File: src/rtl/core/assert_macros.svh
// Assertion macros shared by the RTL of the car command encoder.
// No dependencies; define SYNTH to compile the assertions away.
`ifndef ASSERT_MACROS_SVH
`define ASSERT_MACROS_SVH
`ifndef SYNTH
// Same-cycle implication, disabled while in reset
`define ASSERT_IMPLIES(label, clk, rst_n, ante, cons) \
    label: assert property (@(posedge clk) disable iff (!rst_n) (ante) |-> (cons)) \
        else $error("assertion failed");
// Next-cycle implication, disabled while in reset
`define ASSERT_NEXT(label, clk, rst_n, ante, cons) \
    label: assert property (@(posedge clk) disable iff (!rst_n) (ante) |=> (cons)) \
        else $error("assertion failed");
`else
`define ASSERT_IMPLIES(label, clk, rst_n, ante, cons)
`define ASSERT_NEXT(label, clk, rst_n, ante, cons)
`endif
`endif

File: src/rtl/core/ccbe_pkg.sv
// Types, codes and helper functions for the car command byte encoder.
// No dependencies; used by every module of the block.
package ccbe_pkg;

    localparam int MAX_CARS_DEFAULT = 1024;

    localparam int ADDR_W     = 10;
    localparam int SPEED_W    = 5;
    localparam int FUNC_W     = 12;
    localparam int BYTE_W     = 8;
    localparam int CFG_IDX_W  = 2;
    localparam int CFG_DATA_W = 11;
    localparam int COUNT_W    = 11;

    // Configuration register indexes
    localparam logic [CFG_IDX_W-1:0] CFG_LINK_MODE = 2'd0;
    localparam logic [CFG_IDX_W-1:0] CFG_CAR_COUNT = 2'd1;

    localparam logic [COUNT_W-1:0] CAR_COUNT_RST = 11'd1024;

    // Field codes
    localparam logic       REQ_CAR      = 1'b0;
    localparam logic       REQ_POWER    = 1'b1;
    localparam logic [1:0] DIR_STOP_REV = 2'd2;
    localparam logic       DIR_REVERSE  = 1'b0;
    localparam logic       LINK_FIRST   = 1'b0;

    // Fixed command bytes
    localparam logic [BYTE_W-1:0] PWR_OFF_BYTE = 8'd240;
    localparam logic [BYTE_W-1:0] STOP_BYTE    = 8'd200;

    // Pending message bits, in emission order
    localparam int PEND_W       = 4;
    localparam int PB_SPEED     = 0;
    localparam int PB_FN_LOW    = 1;
    localparam int PB_FN_HIGH   = 2;
    localparam int PB_POWER_OFF = 3;

    typedef enum logic [1:0] {
        MSG_SPEED     = 2'd0,
        MSG_FN_LOW    = 2'd1,
        MSG_FN_HIGH   = 2'd2,
        MSG_POWER_OFF = 2'd3
    } msg_sel_t;

    typedef struct packed {
        logic               req_type;
        logic [ADDR_W-1:0]  car_addr;
        logic [SPEED_W-1:0] speed_step;
        logic [1:0]         dir_code;
        logic [FUNC_W-1:0]  func_bits;
        logic               power_on;
    } request_t;

    typedef struct packed {
        logic [BYTE_W-1:0] byte_addr_low;
        logic [BYTE_W-1:0] byte_addr_high;
        logic [BYTE_W-1:0] byte_payload;
        logic              last_of_run;
    } result_t;

    // Controller to datapath
    typedef struct packed {
        logic     clear_step;
        logic     capture;
        logic     read;
        logic     eval;
        logic     emit;
        msg_sel_t msg_sel;
        logic     last;
    } cmd_t;

    // Datapath to controller
    typedef struct packed {
        logic [PEND_W-1:0] pend;
        logic              clear_last;
    } status_t;

    // Map a speed step to its command byte
    function automatic logic [BYTE_W-1:0] speed_code(input logic [SPEED_W-1:0] s);
        logic [BYTE_W-1:0] s8;
        s8 = BYTE_W'(s);
        if (s < 5'd8)        return s8 + 8'd200;
        else if (s < 5'd16)  return s8 + 8'd208;
        else if (s < 5'd24)  return s8 + 8'd216;
        else if (s <= 5'd28) return s8 + 8'd224;
        else                 return STOP_BYTE;
    endfunction

endpackage

File: src/rtl/core/ccbe_ctrl.sv
// Controller state machine of the car command encoder: clear sweep,
// request sequencing and message selection. Depends on ccbe_pkg.
module ccbe_ctrl (
    input  logic              clk,
    input  logic              rst_n,
    input  logic              start,
    output logic              busy,
    output ccbe_pkg::cmd_t    cmd,
    input  ccbe_pkg::status_t status
);
    import ccbe_pkg::*;

    typedef enum logic [4:0] {
        ST_CLEAR = 5'b00001,
        ST_IDLE  = 5'b00010,
        ST_READ  = 5'b00100,
        ST_EVAL  = 5'b01000,
        ST_EMIT  = 5'b10000
    } state_t;

    state_t            state_reg, state_next;
    logic [PEND_W-1:0] pend_reg, pend_next;
    logic [PEND_W-1:0] pend_rest;
    msg_sel_t          sel;

    // Pick the next message in order and drop it from the pending set
    always_comb
    begin
        pend_rest = pend_reg;
        if (pend_reg[PB_SPEED])
        begin
            sel = MSG_SPEED;
            pend_rest[PB_SPEED] = 1'b0;
        end
        else if (pend_reg[PB_FN_LOW])
        begin
            sel = MSG_FN_LOW;
            pend_rest[PB_FN_LOW] = 1'b0;
        end
        else if (pend_reg[PB_FN_HIGH])
        begin
            sel = MSG_FN_HIGH;
            pend_rest[PB_FN_HIGH] = 1'b0;
        end
        else
        begin
            sel = MSG_POWER_OFF;
            pend_rest[PB_POWER_OFF] = 1'b0;
        end
    end

    // Next state and commands
    always_comb
    begin
        state_next     = state_reg;
        pend_next      = pend_reg;
        cmd            = '0;
        cmd.msg_sel    = sel;
        case (state_reg)
            ST_CLEAR:
            begin
                cmd.clear_step = 1'b1;
                if (status.clear_last)
                    state_next = ST_IDLE;
            end
            ST_IDLE:
            begin
                if (start)
                begin
                    cmd.capture = 1'b1;
                    state_next  = ST_READ;
                end
            end
            ST_READ:
            begin
                cmd.read   = 1'b1;
                state_next = ST_EVAL;
            end
            ST_EVAL:
            begin
                cmd.eval  = 1'b1;
                pend_next = status.pend;
                state_next = (status.pend == '0) ? ST_IDLE : ST_EMIT;
            end
            ST_EMIT:
            begin
                cmd.emit  = 1'b1;
                cmd.last  = (pend_rest == '0);
                pend_next = pend_rest;
                if (pend_rest == '0)
                    state_next = ST_IDLE;
            end
            default:
            begin
                state_next = ST_CLEAR;
            end
        endcase
    end

    assign busy = (state_reg != ST_IDLE);

    // State registers
    always_ff @(posedge clk or negedge rst_n)
    begin
        if (!rst_n)
        begin
            state_reg <= ST_CLEAR;
            pend_reg  <= '0;
        end
        else
        begin
            state_reg <= state_next;
            pend_reg  <= pend_next;
        end
    end

endmodule

File: config.mk
export PLATFORM = sky130hd
export DESIGN_NAME = ccbe_ctrl
export DESIGN_NICKNAME = d
export VERILOG_FILES = /design/src/rtl/core/assert_macros.svh /design/src/rtl/core/ccbe_pkg.sv /design/src/rtl/core/ccbe_ctrl.sv
export SDC_FILE = /design/constraint.sdc
export NUM_CORES = 1
export LEC_CHECK = 0
export BUFFER_PORTS_ARGS = -buffer_cell sky130_fd_sc_hd__buf_2
export CAP_MARGIN = 25
export CORE_AREA = 3 3 40 42
export DETAILED_ROUTE_END_ITERATION = 6
export DIE_AREA = 0 0 43 45
export GPL_TIMING_DRIVEN = 0
export PLACE_DENSITY_LB_ADDON = 0.3
export SETUP_SLACK_MARGIN = 0.5
export SYNTH_ARGS = -nofsm -noshare
export SYNTH_HDL_FRONTEND = slang
export SYNTH_SLANG_ARGS = --single-unit
File: constraint.sdc
create_clock -name clk -period 1.7 [get_ports clk]
set_clock_uncertainty 0.15 [all_clocks]
set_input_delay 0.34 -clock clk [delete_from_list [all_inputs] [get_ports clk]]
set_output_delay 0.34 -clock clk [all_outputs]
set_load 0.005 [all_outputs]
# --- Word level (Yosys, flattened, before mapping) ---
# Cells that the tools add are included.
totals:
  wordCells: 34
  regBits: 9
  input_bits: 8
op_classes:
  mux: 19
  n_reduce_logical: 4
  eq_ne: 9
ops:
  columns: ["operator", "n"]
  rows:
  - ["$pmux W5 S5", 1]
  - ["$mux W5", 4]
  - ["$mux W1", 9]
  - ["$logic_not A4 Y1", 2]
  - ["$pmux W4 S2", 1]
  - ["$mux W2", 3]
  - ["$ne A2 B2 Y1 const B", 3]
  - ["$eq A5 B1 Y1 const B", 1]
  - ["$eq A5 B2 Y1 const B", 1]
  - ["$eq A5 B3 Y1 const B", 1]
  - ["$eq A5 B4 Y1 const B", 1]
  - ["$eq A5 B5 Y1 const B", 1]
  - ["$ne A5 B2 Y1 const B", 1]
  - ["$mux W3", 1]
  - ["$reduce_and A3 Y1", 1]
  - ["$reduce_bool A2 Y1", 1]

# --- Logic depth before layout (Yosys ltp) ---
depth:
  depth_word: 6
  depth_mapped: 6

# --- Worst setup path after synthesis ---
# No wires, ideal clock.
synth_path:
  kind: "register to output"
  start: "register state_reg[3]"
  end: "output cmd[0] (netlist name)"
  setup_slack_ps: 345
  n_path_buf: 0
  arrival_ps: 865
  path_stages_with_launch: 4
  cell_sequence: "dfrtp_1 -> nor3_2 -> nand2_2 -> nor2_1"
synth_lines:
  columns: ["element", "line_no", "text"]
  rows:
  - ["start, declared", "ccbe_ctrl.sv:21", "state_t state_reg, state_next;"]
  - ["start signal, assigned", "ccbe_ctrl.sv:112", "state_reg <= state_next;"]
  - ["end, declared", "ccbe_ctrl.sv:8", "output ccbe_pkg::cmd_t cmd,"]

==> impl_results.md <==
* Pwr Density at roughly 1400 mW/mm²
* Layout area overhead at 67.8%
* Hold depth at 3
* Max VDD drop at about 880 µV
* WL/cell at 12.6 µm
* Post-detail-place hpwl at roughly 960 µm
* Failing checks: setup timing
* First-pass GRT wire length at 2260 µm
* Status: finished, violations left
* Max cap viols at 0
* Synth Instances at 62
* Largest net degree at the start of global routing at 10
* Final layout net count at roughly 110
* Switching power at about 0.00048 W
* Worst Reg-to-Reg Cells at 9
* Yosys cell types at 25
* Cell Area, Synth at 513 µm²
* Synth Net Count at 70
* Sw Share at between 30% and 40%
* WP data arrival at approximately 1300 ps
* Rows at 13
* Final Hold Viols at 0
* Routability cong. at roughly 0.77
* Slew HR at 60.8%
* Max-slew violations at 0
* Top cells by area, synth: dfrtp_1 39%, nor2_1 8.0%, nand2_1 7.3%
* Worst path required time at roughly 1200 ps
* I/O Buffers at 16
* Synth area leader: dfrtp_1
* Final setup violation count at 5
* Clock share of power at between 10% and 20%
* Comb pwr share at between 40% and 50%
* Sink Count at 9
* TritonCTS clock tree: built
* WS Path Type: flop to primary output
* Pre-CTS setup slack at between 150 and 200 ps
* CTS Root Cell: clkbuf_4
* TNS Setup at -112 ps
* Detail Route Antenna Nets at 0
* Clock buffer depth at 2
* CTS Buf Count at 3
* Fin crit share at 103%
* RSZ-0062 raised after global routing: yes
* Routed WL at 1430 µm
* Vias at a little under 600
* Total GRT Usage at 16.3%
* Die span in y at between 40 and 50 µm
* Clk pin slew, worst setup/hold paths at ~70 ps
* Worst path cell trace: nor3_2 > and3b_2 > buf_2
* Seq pwr share at 35.8%
* Post-layout minimum cycle time at about 1700 ps
* Lkg Pwr at 0.411 nW
* H-tree level count at 1
* Fraction of layout cells with a size suffix above 1 at 68.7%
* Avg Inst Size Synth at roughly 8.3 µm²
* Startpoint Class: flop
* GR Overflow Total at 0
* Worst-margin pin slew at 583 ps
* Pint at ~0.00072 W
* Area share of the largest cell type after synthesis at just under 40%
* Vias per Instance at 5.11
* Highest clock rate at around 570 MHz
* Number of antenna diodes at 0
* Final WS setup at -42.8 ps
* Die Area at ~0.0019 mm²
* Highest-delay cell along the critical path: dfstp_2
* DR iter-0 viols at 13
* Crit path capture type: primary output
* Synth warn at 0
* Clk_lat worst skew at between 200 and 300 ps
* Max FFs per register at 5
* Flops & latches, synth at 9
* Critical Path Fanout Max at 5
* Initial Utilization at between 30% and 40%
* Core box area at roughly 0.0013 mm²
* Die Wd at between 40 and 50 µm
* Number of detailed-route iterations in the first pass at 4
* Antenna violations before repair at 0
* Hold Path Class: primary input to flop
* Largest stage delay, worst path at 590 ps
* Sequential fraction of the synthesis area at between 40% and 50%
* Min Hold Slack at about 130 ps
* Drt drc at 0
* # IOs at 17
* Vias in the first global route at around 530
[layer usage]
metal	routed length [µm]	share of wire (%)	vias to the layer above	GRT usage, %
li1	-	-	287	-
met1	633	44	276	20.3
met2	692	48	17	26.0
met3	83	5.8	2	3.98
met4	23	1.6	0	9.04
met5	0	0	-	0
[cell usage in the layout (no fill, tap or decap)]
cell / count
clkbuf_4: 3
nand2b_1: 1
a21oi_2: 3
buf_6: 4
nor2b_2: 1
a32oi_1: 1
o21ai_1: 1
nand3_1: 2
o21ai_2: 3
dfrtp_2: 5
nor2_2: 3
nor3_2: 1
nor3_1: 1
a21oi_1: 2
nand4_1: 1
dlygate4sd3_1: 1
and3b_2: 2
nand2_2: 3
clkinv_4: 1
nor2_1: 6
buf_2: 16
nand3_2: 1
clkbuf_1: 1
nand2_1: 9
a41oi_2: 1
and3_4: 1
nor2_4: 4
inv_1: 1
a211oi_2: 1
dfrtp_1: 3
nor4_1: 1
inv_2: 2
buf_4: 12
dfstp_2: 1
[critical path, delay by kind of cell, from the launching register on]
kind | cells | cell delay, ps
and+or+nand+nor | 2 | 270
DFF | 1 | 590
buffers and inverters | 1 | 120
[cells in the mapped netlist, drive strengths merged]
master / n
a211oi: 1
a21oi: 5
a32oi: 1
a41oi: 1
and3: 1
and3b: 2
clkinv: 1
dfrtp: 8
dfstp: 1
inv: 3
nand2: 12
nand2b: 1
nand3: 3
nand4: 1
nor2: 13
nor2b: 1
nor3: 2
nor4: 1
o21ai: 4
[path summary, 6_finish.rpt]
path | startpoint | endpoint | slack [ps]
max | state_reg[0] | cmd[5] | -40
min | status[3] | pend_reg[2] | 130
max reg2reg | state_reg[1] | pend_reg[0] | 10
min reg2reg | pend_reg[2] | pend_reg[2] | 400
max in group asynchronous | rst_n | state_reg[0] | 860
min in group asynchronous | rst_n | state_reg[3] | 290
[cell type report]
cell class | count | area (µm²)
fill | 99 | 424
multi-input combinational | 49 | 338
sequential | 9 | 233
timing repair buffer | 33 | 225
clock buffer | 4 | 26.3
inverter | 4 | 20.0
tap | 15 | 18.8
[metrics by stage]
| stage | instances | util (%) | instance area, µm² | total power, W |
|---|---|---|---|---|
| finish | 114 | 67.0 | 861 | 0.00120 |
| global route | 114 | 67.0 | 861 | 0.00128 |
| CTS | 110 | 61.9 | 796 | 0.00110 |
| detailed placement | 93 | 49.7 | 638 | 0.000815 |
| global placement | 93 | 49.7 | 638 | 0.000801 |
| floorplan | 62 | - | 539 | 0.000679 |
[what timing repair did]
item                                    CTS  global route
gates cloned                              0             0
buffers inserted                         12             4
endpoints found under the setup margin   16            16
hold buffers                              1             0
hold endpoints to repair                  9             0
gates resized for setup                  11            12
pin swaps                                 3             3
[cell families (layout without fill, tap and decap cells)]
family,Yosys count,after routing,synth area share [%]
AND/OR/NAND/NOR,37,37,36.8
flip-flops,9,9,44.1
buffers and inverters,4,41,3.90
AO/OA/AOI/OAI,12,12,15.1
[power groups by stage]
stage | Combinational (W) | Clock [W] | Sequential, W
after floorplan | 0.000284 | 0 | 0.000395
after global placement | 0.000389 | 0 | 0.000412
after detailed placement | 0.000398 | 0 | 0.000417
after CTS | 0.000514 | 0.000176 | 0.000406
after global routing | 0.000648 | 0.000188 | 0.000442
final | 0.000594 | 0.000174 | 0.000428
No activity file was read; power rests on OpenSTA's default activity.
